--- src/design/ptp_od_pkg.sv ---
package ptp_od_pkg;

    // Event codes carried in the func field
    localparam logic [2:0] FUNC_SET_M2S  = 3'd0;
    localparam logic [2:0] FUNC_SET_S2M  = 3'd1;
    localparam logic [2:0] FUNC_SET_PEER = 3'd2;
    localparam logic [2:0] FUNC_CLR_M2S  = 3'd3;
    localparam logic [2:0] FUNC_CLR_S2M  = 3'd4;
    localparam logic [2:0] FUNC_CLR_PEER = 3'd5;

    // Command word: one timestamp event
    typedef struct packed {
        logic [2:0]         func;
        logic [63:0]        first_tx;
        logic [63:0]        first_rx;
        logic [63:0]        second_tx;
        logic [63:0]        second_rx;
        logic signed [63:0] corr_field;
    } cmd_word_t;

    // Result word: delay and offset snapshot
    typedef struct packed {
        logic               complete;
        logic signed [63:0] mean_delay;
        logic signed [63:0] master_offset;
        logic [63:0]        protocol_time;
    } res_word_t;

    // Event reduced to its net transit time
    typedef struct packed {
        logic [2:0]  func;
        logic [63:0] net;
        logic [63:0] rx_time;
    } net_item_t;

    // Tracker outcome handed to the output stage
    typedef struct packed {
        logic        update;
        logic        done;
        logic [63:0] sum;
        logic [63:0] m2s_net;
        logic [63:0] rx_time;
        logic        m2s_ok;
        logic        s2m_ok;
        logic        peer_ok;
    } track_res_t;

endpackage

--- src/design/ptp_od_track.sv ---
module ptp_od_track (
    input  logic                    clk,
    input  logic                    rst_n,
    input  logic                    take,
    input  ptp_od_pkg::net_item_t   item,
    output ptp_od_pkg::track_res_t  trk
);
    import ptp_od_pkg::*;

    logic        m2s_ok_reg, m2s_ok_next;
    logic        s2m_ok_reg, s2m_ok_next;
    logic        peer_ok_reg, peer_ok_next;
    logic [63:0] m2s_net_reg, m2s_net_next;
    logic [63:0] s2m_net_reg, s2m_net_next;
    logic [63:0] peer_net_reg, peer_net_next;
    logic        done_reg, done_next;
    logic [63:0] rx_reg, rx_next;
    logic        is_set;
    logic        e2e_mode;
    logic        peer_mode;

    // Next state for the event in hand
    always_comb
    begin
        m2s_ok_next   = m2s_ok_reg;
        s2m_ok_next   = s2m_ok_reg;
        peer_ok_next  = peer_ok_reg;
        m2s_net_next  = m2s_net_reg;
        s2m_net_next  = s2m_net_reg;
        peer_net_next = peer_net_reg;
        done_next     = done_reg;
        rx_next       = rx_reg;
        is_set        = 1'b0;
        case (item.func)
            FUNC_SET_M2S:
            begin
                m2s_ok_next  = 1'b1;
                m2s_net_next = item.net;
                rx_next      = item.rx_time;
                is_set       = 1'b1;
            end
            FUNC_SET_S2M:
            begin
                peer_ok_next = 1'b0;
                s2m_ok_next  = 1'b1;
                s2m_net_next = item.net;
                rx_next      = item.rx_time;
                is_set       = 1'b1;
            end
            FUNC_SET_PEER:
            begin
                s2m_ok_next   = 1'b0;
                peer_ok_next  = 1'b1;
                peer_net_next = item.net;
                rx_next       = item.rx_time;
                is_set        = 1'b1;
            end
            FUNC_CLR_M2S:
            begin
                m2s_ok_next = 1'b0;
                done_next   = 1'b0;
            end
            FUNC_CLR_S2M:
            begin
                s2m_ok_next = 1'b0;
                done_next   = 1'b0;
            end
            FUNC_CLR_PEER:
            begin
                peer_ok_next = 1'b0;
                done_next    = 1'b0;
            end
            default:
            begin
                is_set = 1'b0;
            end
        endcase

        // Mode select; end-to-end wins over peer
        e2e_mode  = m2s_ok_next && s2m_ok_next;
        peer_mode = m2s_ok_next && peer_ok_next;
        if (is_set)
        begin
            done_next = e2e_mode || peer_mode;
        end
    end

    // Delay numerator before halving
    assign trk.update  = is_set && (e2e_mode || peer_mode);
    assign trk.done    = done_next;
    assign trk.sum     = e2e_mode ? (m2s_net_next + s2m_net_next) : peer_net_next;
    assign trk.m2s_net = m2s_net_next;
    assign trk.rx_time = rx_next;
    assign trk.m2s_ok  = m2s_ok_next;
    assign trk.s2m_ok  = s2m_ok_next;
    assign trk.peer_ok = peer_ok_next;

    // Commit when the event moves to the output stage
    always_ff @(posedge clk or negedge rst_n)
    begin
        if (!rst_n)
        begin
            m2s_ok_reg   <= 1'b0;
            s2m_ok_reg   <= 1'b0;
            peer_ok_reg  <= 1'b0;
            m2s_net_reg  <= '0;
            s2m_net_reg  <= '0;
            peer_net_reg <= '0;
            done_reg     <= 1'b0;
            rx_reg       <= '0;
        end
        else if (take)
        begin
            m2s_ok_reg   <= m2s_ok_next;
            s2m_ok_reg   <= s2m_ok_next;
            peer_ok_reg  <= peer_ok_next;
            m2s_net_reg  <= m2s_net_next;
            s2m_net_reg  <= s2m_net_next;
            peer_net_reg <= peer_net_next;
            done_reg     <= done_next;
            rx_reg       <= rx_next;
        end
    end

endmodule

--- src/design/ptp_offset_delay_calc.sv ---
// PTP offset and mean path delay calculator.
// Command channel (cmd_valid / cmd_stall / cmd) carries one timestamp event
// per word: set or clear of the m2s, s2m or peer-delay set. Every command
// word produces exactly one result word on the result channel
// (res_valid / res_stall / res) with the complete flag, the stored mean
// delay, the stored offset from master and the latest receive time.
// Each accepted command passes through the register stages below in order.
// Throughput: one command per cycle while not stalled; four register stages
// (input, net transit, state tracker, output) each hold one word.
// Stalls: a stalled result holds its word; earlier stages keep filling and
// cmd_stall rises only once every stage, the input stage too, is occupied.
// Reset: all timestamp sets invalid, delay, offset and protocol time zero,
// pipeline empty.
module ptp_offset_delay_calc (
    input  logic                   clk,
    input  logic                   rst_n,
    input  logic                   cmd_valid,
    output logic                   cmd_stall,
    input  ptp_od_pkg::cmd_word_t  cmd,
    output logic                   res_valid,
    input  logic                   res_stall,
    output ptp_od_pkg::res_word_t  res
);
    import ptp_od_pkg::*;

    // Stage ready chain
    logic r1, r2, r3, r4;
    logic v1_reg, v2_reg, v3_reg, v4_reg;

    // Input stage
    logic [2:0]  s1_func_reg;
    logic [63:0] s1_d1_reg;
    logic [63:0] s1_d2_reg;
    logic [63:0] s1_corr_reg;
    logic [63:0] s1_frx_reg;
    logic [63:0] s1_srx_reg;

    // Net transit stage
    net_item_t   s2_reg;
    net_item_t   s2_next;

    // Tracker and output stage
    track_res_t  trk;
    res_word_t   res_reg;
    logic [63:0] half_sum;

    assign r4 = !v4_reg || !res_stall;
    assign r3 = !v3_reg || r4;
    assign r2 = !v2_reg || r3;
    assign r1 = !v1_reg || r2;
    assign cmd_stall = !r1;

    // Valid bits
    always_ff @(posedge clk or negedge rst_n)
    begin
        if (!rst_n)
        begin
            v1_reg <= 1'b0;
            v2_reg <= 1'b0;
            v3_reg <= 1'b0;
            v4_reg <= 1'b0;
        end
        else
        begin
            if (r1)
            begin
                v1_reg <= cmd_valid;
            end
            if (r2)
            begin
                v2_reg <= v1_reg;
            end
            if (r3)
            begin
                v3_reg <= v2_reg;
            end
            if (r4)
            begin
                v4_reg <= v3_reg;
            end
        end
    end

    // Input register with the two raw transits
    always_ff @(posedge clk)
    begin
        if (cmd_valid && r1)
        begin
            s1_func_reg <= cmd.func;
            s1_d1_reg   <= cmd.first_rx - cmd.first_tx;
            s1_d2_reg   <= cmd.second_rx - cmd.second_tx;
            s1_corr_reg <= $unsigned(cmd.corr_field);
            s1_frx_reg  <= cmd.first_rx;
            s1_srx_reg  <= cmd.second_rx;
        end
    end

    // Net transit: peer sums both legs, others take one leg
    always_comb
    begin
        s2_next.func = s1_func_reg;
        if (s1_func_reg == FUNC_SET_PEER)
        begin
            s2_next.net     = s1_d1_reg + s1_d2_reg - s1_corr_reg;
            s2_next.rx_time = s1_srx_reg;
        end
        else
        begin
            s2_next.net     = s1_d1_reg - s1_corr_reg;
            s2_next.rx_time = s1_frx_reg;
        end
    end

    always_ff @(posedge clk)
    begin
        if (v1_reg && r2)
        begin
            s2_reg <= s2_next;
        end
    end

    net_item_t s3_reg;

    always_ff @(posedge clk)
    begin
        if (v2_reg && r3)
        begin
            s3_reg <= s2_reg;
        end
    end

    ptp_od_track u_track (
        .clk   (clk),
        .rst_n (rst_n),
        .take  (v3_reg && r4),
        .item  (s3_reg),
        .trk   (trk)
    );

    // Arithmetic halving, rounds toward minus infinity
    assign half_sum = {trk.sum[63], trk.sum[63:1]};

    // Output register; delay and offset hold when not refreshed
    always_ff @(posedge clk or negedge rst_n)
    begin
        if (!rst_n)
        begin
            res_reg <= '0;
        end
        else if (v3_reg && r4)
        begin
            res_reg.complete      <= trk.done;
            res_reg.protocol_time <= trk.rx_time;
            if (trk.update)
            begin
                res_reg.mean_delay    <= $signed(half_sum);
                res_reg.master_offset <= $signed(trk.m2s_net - half_sum);
            end
        end
    end

    assign res_valid = v4_reg;
    assign res       = res_reg;

    // s2m and peer sets never valid together
    a_excl_modes: assert property (@(posedge clk) disable iff (!rst_n)
        v3_reg |-> !(trk.s2m_ok && trk.peer_ok))
        else $error("s2m and peer sets both valid");

    // A fresh result needs a valid m2s set
    a_done_needs_m2s: assert property (@(posedge clk) disable iff (!rst_n)
        (v3_reg && trk.done) |-> trk.m2s_ok)
        else $error("complete without m2s set");

    // Empty input stage never stalls the sender
    a_no_false_stall: assert property (@(posedge clk) disable iff (!rst_n)
        !v1_reg |-> !cmd_stall)
        else $error("stall with empty input stage");

    // Refreshed offset plus delay gives back the m2s net transit
    a_offset_sum: assert property (@(posedge clk) disable iff (!rst_n)
        (v3_reg && r4 && trk.update) |=>
            ($unsigned(res.master_offset) + $unsigned(res.mean_delay)
             == $past(trk.m2s_net)))
        else $error("offset and delay inconsistent");

endmodule

--- config.mk ---
export PLATFORM = sky130hd
export DESIGN_NAME = ptp_offset_delay_calc
export DESIGN_NICKNAME = d
export VERILOG_FILES = /design/src/design/ptp_od_pkg.sv /design/src/design/ptp_od_track.sv /design/src/design/ptp_offset_delay_calc.sv
export SDC_FILE = /design/constraint.sdc
export NUM_CORES = 2
export LEC_CHECK = 0
export ABC_CLOCK_PERIOD_IN_PS = 18500
export BUFFER_PORTS_ARGS = -buffer_cell sky130_fd_sc_hd__buf_2
export CORE_ASPECT_RATIO = 0.9
export CORE_MARGIN = 3
export CORE_UTILIZATION = 40
export DETAILED_ROUTE_END_ITERATION = 10
export GPL_TIMING_DRIVEN = 0
export PLACE_DENSITY_LB_ADDON = 0.3
export SLEW_MARGIN = 25
export SYNTH_ARGS = -nofsm -noshare
export SYNTH_HDL_FRONTEND = slang
export SYNTH_SLANG_ARGS = --single-unit
--- constraint.sdc ---
create_clock -name clk -period 18.5 [get_ports clk]
set_input_delay 3.7 -clock clk [delete_from_list [all_inputs] [get_ports clk]]
set_output_delay 3.7 -clock clk [all_outputs]
set_load 0.01 [all_outputs]
==> flow_metrics.tcl <==
set metrics [dict create \
    vdd_drop_max_uv 84.4 \
    synth_seq_cells 975 \
    route.final.wire_length_mm 198 \
    layout-area-overhead-vs-synth_pct 15.8 \
    cp_slowest_stage_delay_ns 0.86 \
    number_of_nets_in_the_layout 7668 \
    synth_nets 7011 \
    clk_root_buffer_cell "clkbuf_16" \
    cts_repair_resize_count 0 \
    reg2reg_slack_ns 7.47 \
    rsz0062_at_grt "false" \
    achievable-frequency_mhz 90.7 \
    skew_ns 0.0759 \
    grt_pass1_wl_mm 295 \
    cts_setup_buffers 0 \
    synthXorXnorAreaFrac_pct 4.85 \
    floorplan.io_pins 522 \
    leakagePower_nw 32.1 \
    proportion_of_synthesized_area_in_mux_cells_pct 5.19 \
    critPathKind "register to register" \
    detail_route.first_pass.iterations 5 \
    post_synth_fa_ha_maj_area_fraction_pct 9.84 \
    routed-via-count 49000 \
    global_route.usage.total_pct 24.7 \
    clkSlewWorstSetupHoldPaths_ns 0.06 \
    cts_sinks 975 \
    hold_class "register to register" \
    tritoncts "done" \
    crit_path_end_kind "register" \
    post_cts_hold_buffer_count 0 \
    row_count 134 \
    worst_slew_margin_rel_pct 24.4 \
    final_min_period_ns 11.03 \
    syn-cell-area_um2 60700 \
    total_global_routing_overflow 0 \
    cts-htree-levels 3 \
    port_buffers 521 \
    die_h_um 375 \
    gp_congestion 0.972 \
    clockBufferDepth 3 \
    cp-start-kind "register" \
    synth-edff-count 585 \
    post-route-drc-count 0 \
    synth_top_family_by_area "compound AO/OA/AOI/OAI gates" \
    tightestPinTransition_ns 1.12 \
    final_max_slew_viol_count 0 \
    post_route_cells_drive_above_1_share_pct 15.0 \
    post_synth_and_or_nand_nor_area_fraction_pct 14.3 \
    via_count_of_the_first_global_routing_pass 47800 \
    outcome "completed" \
    hold_path.startpoint "s2_reg[83]" \
    yosys_warnings 0 \
    critical_path_required_ns 19.12 \
    critical-path-slowest-cell "clkbuf_1" \
    die_area_um2 156000 \
    timing.final.hold_violations 0 \
    initial_antenna_violation_count 33 \
    synth.avg_cell_area_um2 9.69 \
    synth-async-reset-ratio_pct 40.0 \
    ys_types 119 \
    cts_made_buffers 107 \
    chipWidth_um 416 \
    final_min_period_over_clock_period_pct 59.6 \
    critPathMaxFanout 10 \
    drt_iter0_markers 4259 \
    final-setup-viol-count 0 \
    final.setup.tns_ns 0 \
    hold-worst-slack_ns 0.416 \
    synth.yosys.seq_area_share_pct 45.0 \
    cp.arrival_ns 11.65 \
    syn_inst 6257 \
    worst_skew_pair.late_latency_ns 0.76 \
    worst_r2r_startpoint "s3_reg[129]" \
    cellPowerDensity_nw_per_um2 158 \
    detailedPlacementHpwl_mm 159 \
    cap_viol_max_count 0 \
    initial_utilization_pct 40.6 \
    ant_nets 0 \
    via_per_inst 5.44 \
    post_synthesis_compound_gate_area_fraction_pct 15.8 \
    post_dr_wirelength_cell_um 22.0 \
    total_power_mw 11.1 \
    dominantRegCellSynth "edfxtp_1" \
    crit_start "s3_reg[129]" \
    grt_max_degree 90 \
    design.core.area_um2 149000 \
]
[critical path: cells and delay by family, from the launching register on]
| family | cells | cell delay [ns] |
|---|---|---|
| buf+inv | 7 | 3.03 |
| fa+ha+maj | 2 | 0.54 |
| compound gates | 13 | 2.93 |
| flops | 1 | 0.35 |
| simple gates | 13 | 4.01 |
[area by class of cell]
class                           instances  area, um^2
Timing Repair Buffer                  548        3220
Antenna cell                           21        52.6
Clock inverter                         72         926
Buffer                                224         888
Multi-Input combinational cell       4491       30400
Fill cell                           14100       79100
Sequential cell                       975       27300
Clock buffer                          131        2870
Tap cell                             1972        2470
Inverter                              567        2130
[per-layer routing]
| metal | vias to the layer above | part of all wire (%) | track usage (%) |
|---|---|---|---|
| li1 | 23400 | - | - |
| met1 | 23600 | 46 | 35.1 |
| met2 | 1707 | 44 | 38.2 |
| met3 | 300 | 6.8 | 4.10 |
| met4 | 12 | 3.5 | 8.20 |
| met5 | - | 0.063 | 0.247 |
[synth_stat cells (all sizes together) (17+ instances only)]
library cell	instances	area, um^2
nor3	70	360
mux2	200	2260
nand2b	58	363
a21oi	434	2190
xnor2	215	1900
buf	38	183
nand2	1092	4100
and2	36	228
a211oi	37	298
nor2	288	1080
or2	17	106
nor2b	63	394
dfrtp	390	9760
o211ai	30	230
inv	567	2130
a21boi	21	161
o21ai	397	2000
nor3b	19	164
o21bai	52	402
and3	65	412
or3	32	205
fa	68	1360
o31ai	35	288
a2111oi	18	184
xor2	119	1040
ha	359	4490
mux2i	89	891
nand3	78	390
a21o	206	1550
a31oi	53	347
nand4	64	407
o21a	45	339
clkbuf	186	698
edfxtp	585	17600
nor4	20	168
[placed cells by master, fill, tap and decap left out, types with 29 or more instances in the layout]
| cell type | count |
|---|---|
| buf_2 | 533 |
| xor2_1 | 119 |
| nand4_1 | 63 |
| nor3_1 | 68 |
| fa_1 | 68 |
| nand3_1 | 78 |
| nand2b_1 | 58 |
| o31ai_1 | 30 |
| xnor2_1 | 213 |
| edfxtp_1 | 585 |
| a31oi_1 | 52 |
| nor2_1 | 287 |
| o21ai_0 | 374 |
| ha_1 | 359 |
| mux2_2 | 198 |
| o21a_1 | 44 |
| clkbuf_1 | 195 |
| mux2i_1 | 89 |
| nor2b_1 | 62 |
| o211ai_1 | 29 |
| and2_1 | 32 |
| or3_1 | 31 |
| a211oi_1 | 32 |
| dfrtp_1 | 390 |
| clkbuf_16 | 107 |
| inv_1 | 566 |
| o21bai_1 | 51 |
| nand2_1 | 1092 |
| and3_1 | 64 |
| a21oi_1 | 428 |
| a21o_1 | 206 |
[path summary, 6_finish.rpt]
kind	to	cells after the start
min reg2reg	s3_reg[83]	0
max reg2reg	res[127]	35
max	res[127]	35
min in group asynchronous	res[176]	1
max in group asynchronous	u_track.m2s_net_reg[0]	3
min	s3_reg[83]	0
[report_power, final]
| part | switching (mW) | internal, mW |
|---|---|---|
| sequential | 0.326 | 2.95 |
| combinational | 3.53 | 2.04 |
| clock | 0.966 | 1.32 |
| total | 4.82 | 6.31 |
[through the flow]
stage | cell area (um^2) | worst slack, ns | util (%) | std cells
2_1_floorplan | 60700 | 6.45 | - | 6257
3_3_place_gp | 65700 | 2.68 | 44.0 | 8750
3_5_place_dp | 66400 | 7.72 | 44.4 | 8777
4_1_cts | 70200 | 7.62 | 47.0 | 8980
5_1_grt | 70200 | 6.94 | 47.0 | 8992
6_report | 70200 | 7.47 | 47.0 | 9001
[cells by family (layout without fill, tap and decap cells)]
| group | after synthesis | count (layout) |
|---|---|---|
| DFF | 975 | 975 |
| muxes | 289 | 289 |
| adders and majority gates | 438 | 438 |
| buffers and inverters | 791 | 1542 |
| and+or+nand+nor | 1938 | 1938 |
| other | 0 | 21 |
| AOI/OAI and AO/OA | 1492 | 1492 |
| xor gates and xnor gates | 334 | 334 |
(Power assumes the default switching activity.)
